### config.mk
export PLATFORM = sky130hd
export DESIGN_NAME = histogram_density_range_picker
export DESIGN_NICKNAME = d
export VERILOG_FILES = /design/src/rtl/hdrp_pkg.sv /design/src/rtl/hdrp_div.sv /design/src/rtl/histogram_density_range_picker.sv
export VERILOG_INCLUDE_DIRS = /design/src /design/src/rtl
export SDC_FILE = /design/constraint.sdc
export NUM_CORES = 2
export LEC_CHECK = 0
export BUFFER_PORTS_ARGS = -buffer_cell sky130_fd_sc_hd__buf_2
export CAP_MARGIN = 20
export CORE_MARGIN = 1.5
export CORE_UTILIZATION = 64
export DETAILED_ROUTE_END_ITERATION = 6
export PLACE_DENSITY = 0.81
export SETUP_SLACK_MARGIN = 0.4
export SLEW_MARGIN = 20
export SYNTH_ARGS = -nofsm -noshare
export SYNTH_HDL_FRONTEND = slang
export SYNTH_SLANG_ARGS = --single-unit
### constraint.sdc
create_clock -name clk_i -period 11.3 [get_ports clk_i]
set_input_delay 1.13 -clock clk_i [delete_from_list [all_inputs] [get_ports clk_i]]
set_output_delay 1.13 -clock clk_i [all_outputs]
set_load 0.02 [all_outputs]
### src/rtl/histogram_density_range_picker_assert.svh
// Assertion macros shared by the histogram density range picker RTL.
`ifndef HISTOGRAM_DENSITY_RANGE_PICKER_ASSERT_SVH
`define HISTOGRAM_DENSITY_RANGE_PICKER_ASSERT_SVH

// The consequent must hold in the same cycle as the antecedent.
`define HDRP_ASSERT_NOW(lbl, clk, rst_n, ante, cons) \
  lbl: assert property (@(posedge clk) disable iff (!rst_n) (ante) |-> (cons)) \
    else $error("hdrp assertion failed");

// The consequent must hold in the cycle after the antecedent.
`define HDRP_ASSERT_NEXT(lbl, clk, rst_n, ante, cons) \
  lbl: assert property (@(posedge clk) disable iff (!rst_n) (ante) |=> (cons)) \
    else $error("hdrp assertion failed");

`endif

### src/rtl/hdrp_pkg.sv
// Shared types and constants of the histogram density range picker.
package hdrp_pkg;

  // Number of histogram bins; the edge and budget arithmetic relies on a power of two.
  localparam int NUM_BINS = 64;

  // Operation codes of an input beat.
  typedef enum logic [1:0] {
    OP_CLEAR = 2'd0,
    OP_ADD   = 2'd1,
    OP_QUERY = 2'd2
  } op_e;

  // Configuration register indexes.
  localparam logic CFG_RANGE_LOW  = 1'b0;
  localparam logic CFG_RANGE_HIGH = 1'b1;

  // Share test scale (100 percent times Q8.8) and budget divisor (Q8.8 times 10).
  localparam int unsigned SHARE_SCALE = 25600;
  localparam int unsigned BUDGET_DIV  = 2560;

  // Status of the serial divider.
  typedef struct packed {
    logic busy;
    logic done;
  } div_stat_t;

endpackage

### src/rtl/hdrp_div.sv
// Radix-2 restoring divider for unsigned operands, one quotient bit per cycle.
module hdrp_div import hdrp_pkg::*; #(
  parameter int DW = 40
) (
  input  logic          clk_i,
  input  logic          rst_ni,
  input  logic          start_i,
  input  logic [DW-1:0] dividend_i,
  input  logic [DW-1:0] divisor_i,
  output div_stat_t     stat_o,
  output logic [DW-1:0] quotient_o
);

  localparam int CW = $clog2(DW + 1);

  logic [DW-1:0] quo_q;
  logic [DW-1:0] rem_q;
  logic [DW-1:0] den_q;
  logic [CW-1:0] cnt_q;
  logic          busy_q;
  logic          done_q;
  logic [DW:0]   shifted;
  logic          fits;

  // Trial subtraction of the divisor from the shifted remainder.
  assign shifted = {rem_q, quo_q[DW-1]};
  assign fits    = shifted >= {1'b0, den_q};

  always_ff @(posedge clk_i or negedge rst_ni) begin
    if (!rst_ni) begin
      busy_q <= 1'b0;
      done_q <= 1'b0;
      cnt_q  <= '0;
    end else begin
      done_q <= 1'b0;
      if (start_i && !busy_q) begin
        busy_q <= 1'b1;
        cnt_q  <= CW'(DW);
      end else if (busy_q) begin
        cnt_q <= cnt_q - 1'b1;
        if (cnt_q == CW'(1)) begin
          busy_q <= 1'b0;
          done_q <= 1'b1;
        end
      end
    end
  end

  // Operand and partial result registers.
  always_ff @(posedge clk_i) begin
    if (start_i && !busy_q) begin
      quo_q <= dividend_i;
      rem_q <= '0;
      den_q <= divisor_i;
    end else if (busy_q) begin
      rem_q <= fits ? DW'(shifted - {1'b0, den_q}) : shifted[DW-1:0];
      quo_q <= {quo_q[DW-2:0], fits};
    end
  end

  assign stat_o.busy = busy_q;
  assign stat_o.done = done_q;
  assign quotient_o  = quo_q;

endmodule

### src/rtl/histogram_density_range_picker.sv
// Top level: histogram store, binning, query budget and density walk.
//
// Channel   Direction  Handshake               Payload
// input     in         start high, busy low    operation_i, sample_value_i, expansion_ratio_i
// result    out        done_o for one cycle    left_bin_o, right_bin_o, left_edge_o, right_edge_o
// config    in         cfg_we_i                cfg_idx_i, cfg_data_i
//
// One item at a time; busy stays high from the accepting edge until the block is idle again.
// Binning runs on the serial divider (DW = 32 + clog2(NUM_BINS+1), 39 bits at 64 bins), or is
// done directly when the range ends are equal or the offset is zero or of opposite sign.
// An add then reads and updates its bin; a clear zeroes every bin in turn. A query bins, sets
// its budget, walks left and then right with a check per bin, and computes both edges.
// After reset a clearing pass runs with busy high. Results cannot be held off by the receiver:
// each is shown for one cycle.
`include "histogram_density_range_picker_assert.svh"

module histogram_density_range_picker import hdrp_pkg::*; #(
  parameter int COUNT_WIDTH = 20
) (
  input  logic               clk_i,
  input  logic               rst_ni,
  input  logic               start,
  output logic               busy,
  input  logic [1:0]         operation_i,
  input  logic signed [31:0] sample_value_i,
  input  logic [15:0]        expansion_ratio_i,
  input  logic               cfg_we_i,
  input  logic               cfg_idx_i,
  input  logic [31:0]        cfg_data_i,
  output logic               done_o,
  output logic [5:0]         left_bin_o,
  output logic [5:0]         right_bin_o,
  output logic signed [31:0] left_edge_o,
  output logic signed [31:0] right_edge_o
);

  localparam int BW    = $clog2(NUM_BINS);
  localparam int LW    = $clog2(NUM_BINS + 1);
  localparam int DW    = 32 + LW;
  localparam int SW    = LW + 6;
  localparam int AW    = COUNT_WIDTH + 17;
  localparam int BIG   = NUM_BINS * 35 / 100;
  localparam int SMALL = NUM_BINS / 10;
  localparam int HALF  = NUM_BINS / 2;

  // The budget divisor 2560 is 512 times 5: a shift, then a reciprocal multiply by 1/5
  // that is exact for the operand sizes seen here.
  localparam int BUD_SHIFT   = 9;
  localparam int RECIP_FIVE  = 52429;
  localparam int RECIP_SHIFT = 18;

  typedef enum logic [4:0] {
    S_CLR, S_IDLE, S_BIN, S_BIN_W, S_ADD_RD, S_ADD_WR,
    S_BUD1, S_BUD2, S_BUD2_W,
    S_WALK_L, S_CHK_L, S_WALK_R, S_CHK_R,
    S_EDGE_L, S_EDGE_L_W, S_EDGE_R, S_EDGE_R_W
  } state_e;

  state_e                  state_q;
  logic signed [31:0]      range_low_q, range_high_q;
  logic [COUNT_WIDTH-1:0]  total_q;
  logic [1:0]              op_q;
  logic signed [31:0]      val_q;
  logic [15:0]             ratio_q;
  logic [BW-1:0]           clr_q, bin_q, left_q, right_q;
  logic [LW-1:0]           road_q;
  logic [11:0]             bud_q;
  logic [SW-1:0]           budget_q, side_q;
  logic [COUNT_WIDTH+15:0] limit_q;
  logic [AW-1:0]           acc_q;
  logic [DW-1:0]           prod_q;
  logic                    done_q;
  logic [5:0]              lbin_q, rbin_q;
  logic signed [31:0]      ledge_q, redge_q;

  logic [COUNT_WIDTH-1:0]  cnt_mem [NUM_BINS];
  logic [COUNT_WIDTH-1:0]  rd_q;
  logic                    mem_we;
  logic [BW-1:0]           mem_wa, mem_ra;
  logic [COUNT_WIDTH-1:0]  mem_wd, rd_inc;

  logic                    div_go;
  logic [DW-1:0]           div_a, div_b, div_q;
  div_stat_t               div_stat;

  logic signed [32:0]      wid, num;
  logic                    wid_neg, num_neg, wid_zero, bin_trivial;
  logic [31:0]             wid_mag, num_mag, ofs_mag, edge_ofs;
  logic [LW-1:0]           ctr_gap;
  logic [11:0]             taper;
  logic [AW-1:0]           cand;
  logic [BW-1:0]           bin_clamped;

  // Range width and sample offset, with signs and magnitudes.
  assign wid         = 33'(range_high_q) - 33'(range_low_q);
  assign num         = 33'(val_q) - 33'(range_low_q);
  assign wid_neg     = wid[32];
  assign num_neg     = num[32];
  assign wid_zero    = wid == '0;
  assign bin_trivial = (num == '0) || (num_neg != wid_neg);
  assign wid_mag     = wid_neg ? 32'(-wid) : wid[31:0];
  assign num_mag     = num_neg ? 32'(-num) : num[31:0];

  // Distance of the centre bin from the middle, and the rounded-up taper of the budget.
  assign ctr_gap = (LW'(HALF) >= LW'(bin_q)) ? LW'(HALF) - LW'(bin_q)
                                             : LW'(bin_q) - LW'(HALF);
  assign taper   = (12'(BIG - SMALL) * 12'(ctr_gap) + 12'(HALF - 1)) / 12'(HALF);

  // Scaled share of the walk sum with the new bin included.
  assign cand = acc_q + AW'(rd_q) * AW'(SHARE_SCALE);

  assign bin_clamped = (div_q >= DW'(NUM_BINS)) ? BW'(NUM_BINS - 1) : div_q[BW-1:0];
  assign rd_inc      = (rd_q == '1) ? rd_q : rd_q + 1'b1;

  // Bin edge offset: the width times the index, divided by the bin count, toward zero.
  assign ofs_mag  = prod_q[BW+31:BW];
  assign edge_ofs = wid_neg ? -ofs_mag : ofs_mag;

  // Memory port control.
  always_comb begin
    mem_ra = bin_q;
    if (state_q == S_WALK_L) begin
      mem_ra = left_q - 1'b1;
    end else if (state_q == S_WALK_R) begin
      mem_ra = right_q + 1'b1;
    end
    mem_we = (state_q == S_CLR) || (state_q == S_ADD_WR);
    mem_wa = (state_q == S_CLR) ? clr_q : bin_q;
    mem_wd = (state_q == S_CLR) ? '0 : rd_inc;
  end

  // The divider only bins: offset times the bin count over the range width.
  assign div_go = (state_q == S_BIN) && !wid_zero && !bin_trivial;
  assign div_a  = DW'(num_mag) * DW'(NUM_BINS);
  assign div_b  = DW'(wid_mag);

  hdrp_div #(.DW(DW)) u_div (
    .clk_i      (clk_i),
    .rst_ni     (rst_ni),
    .start_i    (div_go),
    .dividend_i (div_a),
    .divisor_i  (div_b),
    .stat_o     (div_stat),
    .quotient_o (div_q)
  );

  // Bin count memory with registered read data.
  always_ff @(posedge clk_i) begin
    if (mem_we) begin
      cnt_mem[mem_wa] <= mem_wd;
    end
    rd_q <= cnt_mem[mem_ra];
  end

  // Configuration registers.
  always_ff @(posedge clk_i or negedge rst_ni) begin
    if (!rst_ni) begin
      range_low_q  <= 32'sd0;
      range_high_q <= 32'sd65536;
    end else if (cfg_we_i) begin
      if (cfg_idx_i == CFG_RANGE_LOW) begin
        range_low_q <= cfg_data_i;
      end else begin
        range_high_q <= cfg_data_i;
      end
    end
  end

  // Sequencer and its registered outputs.
  always_ff @(posedge clk_i or negedge rst_ni) begin
    if (!rst_ni) begin
      state_q <= S_CLR;
      clr_q   <= '0;
      total_q <= '0;
      done_q  <= 1'b0;
    end else begin
      done_q <= 1'b0;
      unique case (state_q)
        S_CLR: begin
          clr_q <= clr_q + 1'b1;
          if (clr_q == BW'(NUM_BINS - 1)) begin
            state_q <= S_IDLE;
          end
        end
        S_IDLE: begin
          if (start) begin
            op_q    <= operation_i;
            val_q   <= sample_value_i;
            ratio_q <= expansion_ratio_i;
            case (operation_i)
              OP_CLEAR: begin
                total_q <= '0;
                clr_q   <= '0;
                state_q <= S_CLR;
              end
              OP_ADD, OP_QUERY: begin
                state_q <= S_BIN;
              end
              default: begin
                state_q <= S_IDLE;
              end
            endcase
          end
        end
        S_BIN: begin
          if (wid_zero || bin_trivial) begin
            bin_q   <= wid_zero ? BW'(HALF) : '0;
            state_q <= (op_q == OP_ADD) ? S_ADD_RD : S_BUD1;
          end else begin
            state_q <= S_BIN_W;
          end
        end
        S_BIN_W: begin
          if (div_stat.done) begin
            bin_q   <= bin_clamped;
            state_q <= (op_q == OP_ADD) ? S_ADD_RD : S_BUD1;
          end
        end
        S_ADD_RD: begin
          state_q <= S_ADD_WR;
        end
        S_ADD_WR: begin
          if (total_q != '1) begin
            total_q <= total_q + 1'b1;
          end
          state_q <= S_IDLE;
        end
        S_BUD1: begin
          limit_q <= (COUNT_WIDTH + 16)'(ratio_q) * (COUNT_WIDTH + 16)'(total_q);
          road_q  <= (taper > 12'(BIG)) ? '0 : LW'(12'(BIG) - taper);
          state_q <= S_BUD2;
        end
        S_BUD2: begin
          bud_q   <= 12'((23'(road_q) * 23'(ratio_q)) >> BUD_SHIFT);
          state_q <= S_BUD2_W;
        end
        S_BUD2_W: begin
          budget_q <= SW'((28'(bud_q) * 28'(RECIP_FIVE)) >> RECIP_SHIFT);
          side_q   <= SW'((28'(bud_q) * 28'(RECIP_FIVE)) >> RECIP_SHIFT);
          left_q   <= bin_q;
          right_q  <= bin_q;
          acc_q    <= '0;
          state_q  <= S_WALK_L;
        end
        S_WALK_L: begin
          if (side_q == '0 || left_q == '0) begin
            side_q  <= budget_q;
            acc_q   <= '0;
            state_q <= S_WALK_R;
          end else begin
            left_q  <= left_q - 1'b1;
            side_q  <= side_q - 1'b1;
            state_q <= S_CHK_L;
          end
        end
        S_CHK_L: begin
          if (cand <= AW'(limit_q)) begin
            acc_q   <= cand;
            state_q <= S_WALK_L;
          end else begin
            side_q  <= budget_q;
            acc_q   <= '0;
            state_q <= S_WALK_R;
          end
        end
        S_WALK_R: begin
          if (side_q == '0 || right_q == BW'(NUM_BINS - 1)) begin
            state_q <= S_EDGE_L;
          end else begin
            right_q <= right_q + 1'b1;
            side_q  <= side_q - 1'b1;
            state_q <= S_CHK_R;
          end
        end
        S_CHK_R: begin
          if (cand <= AW'(limit_q)) begin
            acc_q   <= cand;
            state_q <= S_WALK_R;
          end else begin
            state_q <= S_EDGE_L;
          end
        end
        S_EDGE_L: begin
          prod_q  <= DW'(wid_mag) * DW'(left_q);
          state_q <= S_EDGE_L_W;
        end
        S_EDGE_L_W: begin
          ledge_q <= range_low_q + $signed(edge_ofs);
          state_q <= S_EDGE_R;
        end
        S_EDGE_R: begin
          prod_q  <= DW'(wid_mag) * (DW'(right_q) + DW'(1));
          state_q <= S_EDGE_R_W;
        end
        S_EDGE_R_W: begin
          redge_q <= range_low_q + $signed(edge_ofs);
          lbin_q  <= 6'(left_q);
          rbin_q  <= 6'(right_q);
          done_q  <= 1'b1;
          state_q <= S_IDLE;
        end
        default: begin
          state_q <= S_IDLE;
        end
      endcase
    end
  end

  assign busy         = state_q != S_IDLE;
  assign done_o       = done_q;
  assign left_bin_o   = lbin_q;
  assign right_bin_o  = rbin_q;
  assign left_edge_o  = ledge_q;
  assign right_edge_o = redge_q;

  // An accepted add keeps the block busy in the next cycle.
  `HDRP_ASSERT_NEXT(a_add_busy, clk_i, rst_ni, start && !busy && operation_i == OP_ADD, busy)
  // The divider is only started while it is idle.
  `HDRP_ASSERT_NOW(a_div_idle, clk_i, rst_ni, div_go, !div_stat.busy)
  // The walk never crosses the centre bin.
  `HDRP_ASSERT_NOW(a_walk_span, clk_i, rst_ni, state_q == S_CHK_L || state_q == S_CHK_R, left_q <= bin_q && right_q >= bin_q)
  // A result beat lasts one cycle.
  `HDRP_ASSERT_NEXT(a_done_pulse, clk_i, rst_ni, done_o, !done_o)

endmodule
==> impl_metrics.tcl <==
set metrics [dict create \
    drc 2 \
    start_kind "flop" \
    avgSynthCellArea_um2 11.0 \
    htree_num_levels 4 \
    num_vias 78974 \
    initial_core_util_pct 64.4 \
    gp_congestion 0.981 \
    ant_nets 0 \
    path_clk_slew_ps 60 \
    portBuffers 164 \
    dr.pass1.iters 7 \
    failed_checks "design-rule violations" \
    postCtsSetupBuffers 0 \
    cp_data_required_time_ps 11900 \
    stdcell_area_um2 120000 \
    synth_top_area_share_pct 44.2 \
    synth_nets 11303 \
    synth-seq-cells 1795 \
    synthMuxAreaShare_pct 0.737 \
    post_dp_cell_area_um2 114000 \
    crit_slowest_cell "a211oi_2" \
    period_minus_slack_ps 9650 \
    drv_slew 0 \
    netlist_area_um2 110000 \
    die_area_um2 175000 \
    yosysTopAreaCell "edfxtp_1" \
    worst_pin_slew_ps 1190 \
    hp-class "in -> async" \
    wl_per_cell_um 23.4 \
    crit_path_end_kind "flop" \
    grt_pass1_wl_um 451000 \
    fin_nets 11305 \
    reg2reg_depth 30 \
    ys_seq_area_share_pct 47.8 \
    rsz0062_at_grt "false" \
    critPathArrivalTime_ps 10250 \
    synth_xor_area_share_pct 3.30 \
    clockRootBuffer "clkbuf_16" \
    synth-simple-area-share_pct 12.9 \
    hold_viol_final 0 \
    synth_top_family_by_area "adder cells" \
    max_freq_mhz 104 \
    clock_sinks 1795 \
    max_cap_viol_count 0 \
    placementRows 152 \
    hpwl_um 195000 \
    tritoncts "yes" \
    cts_resized 0 \
    whs_ps 127 \
    layout-drive-gt1-share_pct 8.02 \
    ys_warn_count 0 \
    vias_per_cell 6.33 \
    grt.overflow.total 0 \
    die_y_um 418 \
    area_delta_synth_final_pct 8.49 \
    chipWidth_um 418 \
    synthFlopType "edfxtp_1" \
    async_reset_ff_share_pct 5.79 \
    finalSetupTns_ps 0 \
    synth.top_cells.by_area "edfxtp_1 44%, fa_1 12%, ha_1 6.5%" \
    setup-violations-final 0 \
    cts_hold_buf 0 \
    fin_skew_ps 81.6 \
    grt_usage_pct 33.6 \
    period_share_pct 85.4 \
    synth_compound_area_share_pct 12.3 \
    synth_fa_ha_area_share_pct 18.2 \
    numCtsBuffers 178 \
    antenna_found_initial 13 \
    core_um2 172000 \
    clkLatencyLatePin_ps 870 \
    status "finished with violations" \
    io_pins 165 \
    grt_pass1_vias 79580 \
    slew_headroom_pct 20.5 \
    crit_fanout 33 \
    netlist_instances 9999 \
    worstSetupPathType "reg -> reg" \
    drt-total-wl_um 291000 \
    max_stage_delay_ps 690 \
    clock_tree.buffer_depth 3 \
    grt_max_degree 207 \
    drtIter0Drc 8770 \
    synthDistinctLibCells 94 \
    synth_edf_count 1625 \
]
==> placed cells by master, fill, tap and decap left out, types with 34 or more instances in the layout <==
cell | synthesis | final
nor2b_1 | 75 | 74
mux2_2 | 58 | 57
nor2_2 | 0 | 39
a21oi_1 | 425 | 421
inv_1 | 891 | 890
nor3_1 | 92 | 86
a21o_1 | 132 | 130
a211oi_1 | 484 | 484
dfxtp_1 | 66 | 66
a31oi_1 | 204 | 203
nand3_1 | 97 | 97
or3_1 | 36 | 36
clkbuf_16 | 0 | 179
o21a_1 | 64 | 64
xor2_1 | 156 | 153
nand4_1 | 39 | 39
nor2_1 | 456 | 394
ha_1 | 571 | 571
o31ai_1 | 61 | 61
and3_1 | 46 | 45
clkinv_1 | 4 | 41
nand2_1 | 1521 | 1521
dfrtp_1 | 103 | 102
edfxtp_1 | 1625 | 1625
fa_1 | 646 | 646
nand2b_1 | 69 | 69
o21ai_0 | 196 | 196
buf_4 | 4 | 186
and2_0 | 39 | 39
clkinv_2 | 0 | 34
a311oi_1 | 167 | 167
xnor2_1 | 260 | 260
buf_2 | 10 | 163
and2_1 | 487 | 486
==> synthesized netlist by cell type, drive strengths merged, types with 11 or more instances <==
master / instances
edfxtp: 1625
nand2: 1521
inv: 892
fa: 646
ha: 571
and2: 526
a211oi: 487
clkbuf: 483
nor2: 456
a21oi: 426
xnor2: 260
o21ai: 226
a31oi: 206
a311oi: 167
xor2: 156
a21o: 132
dfrtp: 103
nand3: 98
nor3: 92
nor2b: 75
nand2b: 69
dfxtp: 66
o21a: 64
o31ai: 61
mux2: 58
buf: 50
and3: 46
nand4: 39
or3: 36
nor4: 31
o21bai: 31
or2: 28
a22o: 22
o211ai: 20
nand3b: 19
mux2i: 16
a211o: 15
a221o: 13
or4: 12
o22ai: 11
==> stage by stage <==
stage | utilization [%] | setup slack (ps) | instances
after floorplan | - | 2640 | 9999
after global placement | 66.4 | 1970 | 12131
after detailed placement | 66.5 | 1760 | 12131
after CTS | 69.8 | 1710 | 12461
after global routing | 69.8 | 917 | 12468
final | 69.8 | 1650 | 12468
==> flip-flops by register name, summed over array words and instances (netlist names), 27 cells and up <==
register          flops
left_edge_o          32
range_high_q         32
u_div.rem_q          39
cnt_mem            1280
range_low_q          32
acc_q                27
u_div.den_q          32
prod_q               32
val_q                32
right_edge_o         32
limit_q              36
u_div.quotient_o     39
==> layer usage <==
metal | up-vias | GRT usage, % | part of all wire (%)
met5 | - | 0 | 0.0065
met4 | 2 | 19.6 | 6.5
met3 | 841 | 6.01 | 9.1
met2 | 4105 | 53.8 | 47
met1 | 38946 | 43.1 | 37
li1 | 35080 | - | -
==> final timing paths <==
kind / startpoint / endpoint / slack [ps]
worst max register to register: range_low_q[0] / prod_q[34] / 1650
min in group clk_i: sample_value_i[30] / val_q[30] / 460
worst min register to register: u_div.quotient_o[5] / u_div.quotient_o[5] / 470
worst min-delay path: rst_ni / done_o / 130
max in group asynchronous: rst_ni / u_div.busy_q / 9990
worst max-delay path: range_low_q[0] / prod_q[34] / 1650
==> final cells by class <==
cell class              count  area [um^2]
flip-flops and latches   1795        52700
multi-input cells        6775        52700
fillers                 11909        51800
clock buffers             212         4620
inverters                 896         3360
well taps                2310         2890
repair buffers            355         2330
clock inverters           118         1110
diodes                      7         17.5
==> kinds of logic (layout without fill, tap and decap cells) <==
family	Yosys count	count (layout)
xor+xnor	416	416
fa+ha+maj	1217	1217
mux	74	74
simple gates	3080	3080
compound gates	1987	1987
flops	1795	1795
buf+inv	1429	1581
other cells	1	8
==> worst max-delay path: cells and delay by family (launching register included) <==
kind / cells / cell delay [ps]
AOI/OAI and AO/OA: 7 / 2600
xor gates and xnor gates: 2 / 750
adders and majority gates: 6 / 2510
buffers and inverters: 3 / 910
DFF: 1 / 410
muxes: 1 / 80
and+or+nand+nor: 11 / 2120
Power is not shown: default switching activity piles up to over one toggle a cycle in this logic, so the estimate is an artifact.
